`config.mk`:
```
export PLATFORM = sky130hd
export DESIGN_NAME = imu_serial_frame_parser
export DESIGN_NICKNAME = d
export VERILOG_FILES = /design/src/rtl/isfp_pkg.sv /design/src/rtl/imu_serial_frame_parser.sv
export SDC_FILE = /design/constraint.sdc
export NUM_CORES = 1
export LEC_CHECK = 0
export BUFFER_PORTS_ARGS = -buffer_cell sky130_fd_sc_hd__buf_4
export CAP_MARGIN = 10
export CORE_ASPECT_RATIO = 0.8
export CORE_MARGIN = 2
export CORE_UTILIZATION = 40
export CTS_BUF_LIST = sky130_fd_sc_hd__clkbuf_4 sky130_fd_sc_hd__clkbuf_8
export CTS_CLUSTER_SIZE = 24
export DETAILED_ROUTE_END_ITERATION = 16
export GPL_ROUTABILITY_DRIVEN = 0
export SYNTH_ARGS = -nofsm -noshare
export SYNTH_HDL_FRONTEND = slang
export SYNTH_SLANG_ARGS = --single-unit
```
`constraint.sdc`:
```
create_clock -name clock -period 5.57 [get_ports clock]
set_input_delay 0.8355 -clock clock [delete_from_list [all_inputs] [get_ports clock]]
set_output_delay 0.8355 -clock clock [all_outputs]
set_load 0.01 [all_outputs]
```
`src/rtl/isfp_pkg.sv`:
```
// Shared constants and types for the IMU serial frame parser.
package isfp_pkg;

   localparam int MAX_FRAME     = 64;
   localparam int BYTE_W        = 8;
   localparam int FRAME_BYTES_W = 7;
   localparam int POS_W         = 6;
   localparam int CNT_W         = $clog2(MAX_FRAME + 1);
   localparam int CMP_W         = (CNT_W > FRAME_BYTES_W) ? CNT_W : FRAME_BYTES_W;
   localparam int CSR_IDX_W     = 3;
   localparam int CSR_DATA_W    = 8;

   localparam logic [FRAME_BYTES_W-1:0] IMU_FRAME_BYTES_RST  = FRAME_BYTES_W'(64);
   localparam logic [FRAME_BYTES_W-1:0] AHRS_FRAME_BYTES_RST = FRAME_BYTES_W'(56);

   typedef enum logic [CSR_IDX_W-1:0] {
      CSR_HEAD_BYTE        = 3'd0,
      CSR_END_BYTE         = 3'd1,
      CSR_IMU_TYPE_CODE    = 3'd2,
      CSR_IMU_LENGTH_CODE  = 3'd3,
      CSR_AHRS_TYPE_CODE   = 3'd4,
      CSR_AHRS_LENGTH_CODE = 3'd5,
      CSR_IMU_FRAME_BYTES  = 3'd6,
      CSR_AHRS_FRAME_BYTES = 3'd7
   } csr_index_type;

   typedef enum logic {
      KIND_IMU  = 1'b0,
      KIND_AHRS = 1'b1
   } frame_kind_type;

endpackage

```
`src/rtl/imu_serial_frame_parser.sv`:
```
// Byte-stream frame parser: finds IMU and attitude frames and tags each byte.
//
// One received byte is taken per transaction, one result per byte. A byte can be
// accepted in every clock cycle that is not stalled; its result appears in the
// output register on the next cycle. The single output register is the only
// buffering, so the input stalls only while that register holds a result the
// downstream side is stalling on. Frame state (byte count, latched type and
// length, match flags) is registered at the same clock edge as the result.
// Configuration registers take effect on the next accepted byte.
module imu_serial_frame_parser
   import isfp_pkg::*;
(
   input  logic                  clock,
   input  logic                  reset,
   input  logic                  req_valid,
   output logic                  req_stall,
   input  logic [BYTE_W-1:0]     req_rx_byte,
   output logic                  rsp_valid,
   input  logic                  rsp_stall,
   output logic [BYTE_W-1:0]     rsp_byte_out,
   output logic [POS_W-1:0]      rsp_position,
   output logic                  rsp_in_frame,
   output logic                  rsp_frame_done,
   output logic                  rsp_frame_kind,
   output logic                  rsp_end_ok,
   input  logic                  csr_write_enable,
   input  logic [CSR_IDX_W-1:0]  csr_index,
   input  logic [CSR_DATA_W-1:0] csr_write_data
);

   logic [BYTE_W-1:0]        head_byte_ff, end_byte_ff;
   logic [BYTE_W-1:0]        imu_type_ff, imu_length_ff;
   logic [BYTE_W-1:0]        ahrs_type_ff, ahrs_length_ff;
   logic [FRAME_BYTES_W-1:0] imu_frame_bytes_ff, ahrs_frame_bytes_ff;

   logic [CNT_W-1:0]  count_ff, count_in;
   logic [BYTE_W-1:0] prev_ff, prev_in;
   logic [BYTE_W-1:0] type_ff, type_in;
   logic [BYTE_W-1:0] length_ff, length_in;
   logic              imu_match_ff, imu_match_in;
   logic              ahrs_match_ff, ahrs_match_in;

   logic              rsp_valid_ff, rsp_valid_in;
   logic [BYTE_W-1:0] byte_ff;
   logic [POS_W-1:0]  pos_ff, pos_in;
   logic              in_frame_ff, in_frame_in;
   logic              done_ff, done_in;
   logic              kind_ff, kind_in;
   logic              end_ok_ff, end_ok_in;

   logic              req_accept;
   logic              rsp_accept;
   logic [CNT_W-1:0]  count_next;
   logic              imu_m, ahrs_m;

   assign rsp_accept = rsp_valid_ff && !rsp_stall;
   assign req_stall  = rsp_valid_ff && rsp_stall;
   assign req_accept = req_valid && !req_stall;

   always_comb begin
      count_in      = count_ff;
      prev_in       = prev_ff;
      type_in       = type_ff;
      length_in     = length_ff;
      imu_match_in  = imu_match_ff;
      ahrs_match_in = ahrs_match_ff;
      pos_in        = '0;
      in_frame_in   = 1'b0;
      done_in       = 1'b0;
      kind_in       = KIND_IMU;
      end_ok_in     = 1'b0;
      imu_m         = 1'b0;
      ahrs_m        = 1'b0;
      count_next    = '0;
      rsp_valid_in  = rsp_valid_ff;

      if (rsp_accept) begin
         rsp_valid_in = 1'b0;
      end

      if (req_accept) begin
         rsp_valid_in = 1'b1;
         prev_in      = req_rx_byte;
         if (count_ff != '0 || (prev_ff == end_byte_ff && req_rx_byte == head_byte_ff)) begin
            imu_m  = (count_ff == '0) ? 1'b0 : imu_match_ff;
            ahrs_m = (count_ff == '0) ? 1'b0 : ahrs_match_ff;
            if (count_ff == CNT_W'(1)) begin
               type_in = req_rx_byte;
            end
            if (count_ff == CNT_W'(2)) begin
               length_in = req_rx_byte;
            end
            if (count_ff >= CNT_W'(2)) begin
               if (type_in == imu_type_ff && length_in == imu_length_ff) begin
                  imu_m = 1'b1;
               end
               if (type_in == ahrs_type_ff && length_in == ahrs_length_ff) begin
                  ahrs_m = 1'b1;
               end
            end
            pos_in      = POS_W'(count_ff);
            in_frame_in = 1'b1;
            count_next  = count_ff + CNT_W'(1);

            if (imu_m && CMP_W'(count_next) == CMP_W'(imu_frame_bytes_ff)) begin
               done_in = 1'b1;
               kind_in = KIND_IMU;
            end else if (ahrs_m && CMP_W'(count_next) == CMP_W'(ahrs_frame_bytes_ff)) begin
               done_in = 1'b1;
               kind_in = KIND_AHRS;
            end

            if (done_in) begin
               end_ok_in     = (req_rx_byte == end_byte_ff);
               count_in      = '0;
               imu_match_in  = 1'b0;
               ahrs_match_in = 1'b0;
            end else if (count_next >= CNT_W'(MAX_FRAME)) begin
               count_in      = '0;
               imu_match_in  = 1'b0;
               ahrs_match_in = 1'b0;
            end else begin
               count_in      = count_next;
               imu_match_in  = imu_m;
               ahrs_match_in = ahrs_m;
            end
         end
      end
   end

   always_ff @(posedge clock) begin
      if (reset) begin
         head_byte_ff        <= '0;
         end_byte_ff         <= '0;
         imu_type_ff         <= '0;
         imu_length_ff       <= '0;
         ahrs_type_ff        <= '0;
         ahrs_length_ff      <= '0;
         imu_frame_bytes_ff  <= IMU_FRAME_BYTES_RST;
         ahrs_frame_bytes_ff <= AHRS_FRAME_BYTES_RST;
      end else if (csr_write_enable) begin
         unique case (csr_index_type'(csr_index))
            CSR_HEAD_BYTE:        head_byte_ff        <= csr_write_data;
            CSR_END_BYTE:         end_byte_ff         <= csr_write_data;
            CSR_IMU_TYPE_CODE:    imu_type_ff         <= csr_write_data;
            CSR_IMU_LENGTH_CODE:  imu_length_ff       <= csr_write_data;
            CSR_AHRS_TYPE_CODE:   ahrs_type_ff        <= csr_write_data;
            CSR_AHRS_LENGTH_CODE: ahrs_length_ff      <= csr_write_data;
            CSR_IMU_FRAME_BYTES:  imu_frame_bytes_ff  <= csr_write_data[FRAME_BYTES_W-1:0];
            CSR_AHRS_FRAME_BYTES: ahrs_frame_bytes_ff <= csr_write_data[FRAME_BYTES_W-1:0];
            default: begin
            end
         endcase
      end
   end

   always_ff @(posedge clock) begin
      if (reset) begin
         count_ff      <= '0;
         prev_ff       <= '0;
         type_ff       <= '0;
         length_ff     <= '0;
         imu_match_ff  <= 1'b0;
         ahrs_match_ff <= 1'b0;
         rsp_valid_ff  <= 1'b0;
      end else begin
         count_ff      <= count_in;
         prev_ff       <= prev_in;
         type_ff       <= type_in;
         length_ff     <= length_in;
         imu_match_ff  <= imu_match_in;
         ahrs_match_ff <= ahrs_match_in;
         rsp_valid_ff  <= rsp_valid_in;
      end
   end

   always_ff @(posedge clock) begin
      if (req_accept) begin
         byte_ff     <= req_rx_byte;
         pos_ff      <= pos_in;
         in_frame_ff <= in_frame_in;
         done_ff     <= done_in;
         kind_ff     <= kind_in;
         end_ok_ff   <= end_ok_in;
      end
   end

   assign rsp_valid      = rsp_valid_ff;
   assign rsp_byte_out   = byte_ff;
   assign rsp_position   = pos_ff;
   assign rsp_in_frame   = in_frame_ff;
   assign rsp_frame_done = done_ff;
   assign rsp_frame_kind = kind_ff;
   assign rsp_end_ok     = end_ok_ff;

`ifndef SYNTHESIS
   a_count_range: assert property (@(posedge clock) disable iff (reset)
      count_ff < CNT_W'(MAX_FRAME))
      else $error("byte count reached the frame limit");

   a_idle_flags_clear: assert property (@(posedge clock) disable iff (reset)
      count_ff == '0 |-> !imu_match_ff && !ahrs_match_ff)
      else $error("match flag set outside a frame");

   a_done_ends_frame: assert property (@(posedge clock) disable iff (reset)
      req_accept && done_in |=> count_ff == '0)
      else $error("frame still open after completion");

   a_done_in_frame: assert property (@(posedge clock) disable iff (reset)
      rsp_valid_ff && rsp_frame_done |-> rsp_in_frame)
      else $error("completion reported outside a frame");

   a_end_ok_needs_done: assert property (@(posedge clock) disable iff (reset)
      rsp_valid_ff && (rsp_end_ok || rsp_frame_kind) |-> rsp_frame_done)
      else $error("end or kind flag without completion");
`endif

endmodule

```
### After elaboration in Yosys (flattened, before gate mapping)

Cells that the tools add are included.
W data, S select, Z words.

* add/subtract/negate cells: 1
* $lt $le $gt $ge: 2
* equality and inequality tests: 18
* multiplexer cells: 29
* bitwise logic cells: 1
* reduce and logical (&&, ||, !) cells: 26

Operators with widths (number)
* $eq A8 B8 Y1: 7
* $mux W8: 6
* $mux W1: 21
* $reduce_and A2 Y1: 10
* $eq A7 B7 Y1: 2
* $mux W7: 2
* $eq A3 B3 Y1 const B: 4
* $logic_and A1 B1 Y1: 8
* $add A7 B1 Y7 const B: 1
* $eq A7 B1 Y1 const B: 1
* $eq A7 B2 Y1 const B: 1
* $ge A7 B2 Y1 const B: 1
* $ge A7 B7 Y1 const B: 1
* $logic_not A7 Y1: 1
* $reduce_bool A7 Y1: 1
* $eq A3 B2 Y1 const B: 2
* $eq A3 B1 Y1 const B: 1
* $logic_not A3 Y1: 1
* $logic_not A1 Y1: 2
* $reduce_bool A2 Y1: 1
* $reduce_or A2 Y1: 1
* $logic_or A1 B1 Y1: 1
* $not A1 Y1: 1

* register bits: 114
* bits of input ports: 24
* output and inout bits: 20
* word-level logic and storage cells: 98

### Logic depth before layout (Yosys ltp)

* word-level depth: 17
* mapped depth: 11
* gate-level depth less buffers: 10

### Worst setup path after synthesis

OpenSTA, ideal clock, no wires.

* path type: flip-flop to flip-flop
* start point: reg count_ff[0]
* end point: reg count_ff[3]
* library setup time: 0.125 ns
* data arrival time: 3.172 ns
* required time: 5.445 ns
* setup slack: 2.273 ns
* stages on the path, launching flop included: 12
* buffers on the path: 1
* clock period less this slack: 3.297 ns
* cells stage by stage: dfxtp_1 inv_1 ha_1 or4b_1 buf_2 nor2_2 mux2_2 a2111oi_2 nand4_1 o41a_4 o2111ai_4 o21ai_2

* word-level cells in the longest chain between the ends: 16
* elaborated cells on any way between the ends: 41
* classes of those cells: add/sub (1); order compare (2); eq/ne (8); mux (22); reduce/logical (8)

Ends and longest elaborated chain
* from (decl): RTL line imu_serial_frame_parser.sv:36 `logic [CNT_W-1:0] count_ff, count_in;`
* from (signal assigned): RTL line imu_serial_frame_parser.sv:167 `count_ff <= count_in;`
* $eq A7 B1 Y1 / $eq A7 B2 Y1 (equally long branches): RTL line imu_serial_frame_parser.sv:87, imu_serial_frame_parser.sv:90
* $mux W8 (on tied branches): RTL line imu_serial_frame_parser.sv:87, imu_serial_frame_parser.sv:90
* $mux W8: RTL line imu_serial_frame_parser.sv:84 `if (count_ff != '0 || (prev_ff == end_byte_ff && req_rx_byte == head_byte_ff)) begin`
* $mux W8: RTL line imu_serial_frame_parser.sv:81 `if (req_accept) begin`
* $eq A8 B8 Y1: RTL line imu_serial_frame_parser.sv:97 `if (type_in == ahrs_type_ff && length_in == ahrs_length_ff) begin`
* $logic_and A1 B1 Y1: RTL line imu_serial_frame_parser.sv:97
* $mux W1: RTL line imu_serial_frame_parser.sv:97
* $mux W1: RTL line imu_serial_frame_parser.sv:93 `if (count_ff >= CNT_W'(2)) begin`
* $mux W1: RTL line imu_serial_frame_parser.sv:84
* $mux W1: RTL line imu_serial_frame_parser.sv:81
* $logic_and A1 B1 Y1: RTL line imu_serial_frame_parser.sv:108 `end else if (ahrs_m && CMP_W'(count_next) == CMP_W'(ahrs_frame_bytes_ff)) begin`
* $mux W1: RTL line imu_serial_frame_parser.sv:108
* $mux W1: RTL line imu_serial_frame_parser.sv:105 `if (imu_m && CMP_W'(count_next) == CMP_W'(imu_frame_bytes_ff)) begin`
* $mux W1: RTL line imu_serial_frame_parser.sv:84
* $mux W1: RTL line imu_serial_frame_parser.sv:81
* $mux W7: RTL line imu_serial_frame_parser.sv:113 `if (done_in) begin`

Parallel ways exist; a longest one is shown, timed or not. The select of a mux whose other input is x is not followed.
A chain may end at the register's enable or synchronous reset.

### Final worst setup path

* start point: reg count_ff[0]
* end point: reg imu_match_ff

* word-level cells in the longest chain between the ends: 16
* elaborated cells on any way between the ends: 41
* classes of those cells: add/sub (1); order compare (2); eq/ne (8); mux (22); reduce/logical (8)

Ends and longest elaborated chain
* $eq A7 B1 Y1 / $eq A7 B2 Y1 (equally long branches): RTL line imu_serial_frame_parser.sv:87, imu_serial_frame_parser.sv:90
* $mux W8 (on tied branches): RTL line imu_serial_frame_parser.sv:87, imu_serial_frame_parser.sv:90
* $mux W8: RTL line imu_serial_frame_parser.sv:84
* $mux W8: RTL line imu_serial_frame_parser.sv:81
* $eq A8 B8 Y1: RTL line imu_serial_frame_parser.sv:97
* $logic_and A1 B1 Y1: RTL line imu_serial_frame_parser.sv:97
* $mux W1: RTL line imu_serial_frame_parser.sv:97
* $mux W1: RTL line imu_serial_frame_parser.sv:93
* $mux W1: RTL line imu_serial_frame_parser.sv:84
* $mux W1: RTL line imu_serial_frame_parser.sv:81
* $logic_and A1 B1 Y1: RTL line imu_serial_frame_parser.sv:108
* $mux W1: RTL line imu_serial_frame_parser.sv:108
* $mux W1: RTL line imu_serial_frame_parser.sv:105
* $mux W1: RTL line imu_serial_frame_parser.sv:84
* $mux W1: RTL line imu_serial_frame_parser.sv:81
* $mux W1: RTL line imu_serial_frame_parser.sv:113
* to (signal assigned): RTL line imu_serial_frame_parser.sv:171 `imu_match_ff <= imu_match_in;`
* to (decl): RTL line imu_serial_frame_parser.sv:40 `logic imu_match_ff, imu_match_in;`

Parallel ways exist; a longest one is shown, timed or not. The select of a mux whose other input is x is not followed.

==> run metrics <==
routed wire length=17100 um; Highest Signal Layer=met4; Power Density=284 nW/um^2; routed metal-1 wirelength=8380 um; CP Data Required Time=5890 ps; Area growth, synth to finish=14.3%; largest cells by area after synthesis=dfxtp_1 (33%), edfxtp_1 (9.3%), nand2_1 (8.5%), mux2i_1 (6.2%), a21oi_1 (5.3%); CTS root buffer=clkbuf_8; number of synthesized flops with an enable pin=18; largest net degree at the start of global routing=89; clock period minus worst slack=3760 ps; Post-DP HPWL=12300 um; clock buffer depth=2; CTS tree=yes; Placed Area=6200 sq um; Die Y-Extent=112 um; most common cell after layout, fill and taps aside=nand2_1; Cells after Synth=675; setup_tns=0 ps; synthesized cell area=5810 sq um; worst-skew pair later-pin latency=440 ps; Met2 Wirelength=7080 um; CTS clk-pin slew, worst paths=70 ps; most frequent cells in the layout=nand2_1 (132), dfxtp_1 (96), a21oi_1 (62); sequential share of the synthesized area=0.424; routed wl met3=1490 um; vias in the first global route=4603; worst-path maximum fanout=8; setup violators final=0; Post-synth ARST share=0; synth warn=0; Yosys cell types=68; Final Max Slew Viols=0; 1st-pass router iterations=5; RSZ-0062 raised after global routing=no; # DRC=0; Slew HR=0.377; Setup crit end kind=flop; Main synth FF type=dfxtp_1; post-CTS sizing=0; # Post-CTS Setup Buffers=0; die area=15500 sq um; Post-Syn Area per Cell=8.61 sq um; via count=4995; CTS buffer count=17; via/cell ratio=5.58; Core ar.=14200 sq um; syn nets=703; Worst Setup Path Type=reg -> reg; Worst Skew=13.5 ps; fmax=0.266 GHz; Max-Cap Viols=0; # clock sinks=114; status=completed; DR iter-0 viols=474; Starting Density=0.408; post-route ant nets=0; flop and latch count out of synthesis=114; H-tree levels=4; Avg WL per Cell=19.1 um; Period Utilization, post-route=0.674; die width=139 um; Final nets=726; Antenna Cells=0; CTS Hold Bufs=0; Worst Path Arrival=4070 ps; area leader, netlist=dfxtp_1; worst hold path type=reg -> reg; All-Layer GR Usage=0.223; Worst setup SP type=flop; Pleak=2.37 nW; R2R Setup Slk=1820 ps; antenna violations before repair=0; # port buffers=43; Final Hold Viols=0; share of cells above drive strength 1=0.141; Synth top area share=0.331; first-pass GRT wire length=26500 um; final instance area=6640 sq um; GRT Residual Overflow=0; placement row count=39; I/O pins=44; peak supply drop=0.190 mV; fin util=0.466; Worst-Margin Slew=935 ps
[final timing paths]
kind,startpoint,endpoint,cells past startpoint
max reg2reg,count_ff[0],imu_match_ff,10
max,count_ff[0],imu_match_ff,10
min reg2reg,imu_type_ff[6],imu_type_ff[6],2
min,imu_type_ff[6],imu_type_ff[6],2
[cells by family after synthesis]
| kind of cell | count (synthesis) | synth area share |
|---|---|---|
| mux | 38 | 0.0659 |
| flops | 114 | 0.424 |
| buf+inv | 71 | 0.0497 |
| simple gates | 261 | 0.208 |
| fa+ha+maj | 4 | 0.00861 |
| compound gates | 131 | 0.152 |
| xor+xnor | 56 | 0.0917 |
[per-layer routing]
metal / track usage / up-vias
li1: - / 2377
met1: 0.327 / 2392
met2: 0.320 / 207
met3: 0.0675 / 19
met4: 0.0552 / 0
met5: 0 / -
[worst max-delay path, stage by stage (launching register included)]
cell,delay (ps)
dfxtp_1,410
inv_1,170
ha_1,240
or4b_1,620
nor2_2,320
mux2_2,390
a2111oi_2,310
nand4_1,180
o41a_4,590
o2111ai_4,330
o21ai_2,80
[final cells by class]
cell class	count	area [sq um]
inverter	31	116
multi-input combinational	490	3060
fill	1410	7610
sequential	114	2460
clock buffer	18	241
timing repair buffer	44	330
tap	184	230
clock inverter	14	201
[synthesized netlist by cell type (all sizes together), types with 4 or more instances]
| library cell | count |
|---|---|
| nand2 | 133 |
| dfxtp | 96 |
| a21oi | 63 |
| nor2 | 53 |
| mux2i | 36 |
| inv | 30 |
| xnor2 | 29 |
| clkbuf | 26 |
| xor2 | 24 |
| edfxtp | 18 |
| nand3 | 17 |
| o21ai | 17 |
| buf | 14 |
| nor3 | 11 |
| nand4 | 9 |
| o22ai | 8 |
| nor2b | 6 |
| nor4 | 6 |
| a221oi | 5 |
| and2 | 5 |
| o2111ai | 5 |
| ha | 4 |
| or2 | 4 |
| or4 | 4 |
[report_power, final]
group | total, mW | internal, mW | switching (mW)
Combinational | 0.141 | 0.0524 | 0.0882
Clock | 0.872 | 0.499 | 0.373
Sequential | 0.874 | 0.856 | 0.0174
Total | 1.89 | 1.41 | 0.479
[registers in the layout, summed over array words and instances, names as in the netlist, 6 cells and up]
| register | count |
|---|---|
| imu_type_ff | 8 |
| end_byte_ff | 8 |
| length_ff | 8 |
| prev_ff | 8 |
| count_ff | 7 |
| rsp_position | 6 |
| head_byte_ff | 8 |
| ahrs_type_ff | 8 |
| ahrs_length_ff | 8 |
| type_ff | 8 |
| ahrs_frame_bytes_ff | 7 |
| imu_frame_bytes_ff | 7 |
| imu_length_ff | 8 |
| rsp_byte_out | 8 |
[metrics by stage]
step                hold slack, ps  setup slack [ps]  power [mW]  instances
floorplan                      429              2270       0.970        675
global placement               450              2030        1.03        863
detailed placement             450              1900        1.03        863
CTS                            460              1850        1.89        895
global route                   498              1650        1.95        895
finish                         462              1820        1.89        895
(Power assumes the default switching activity.)
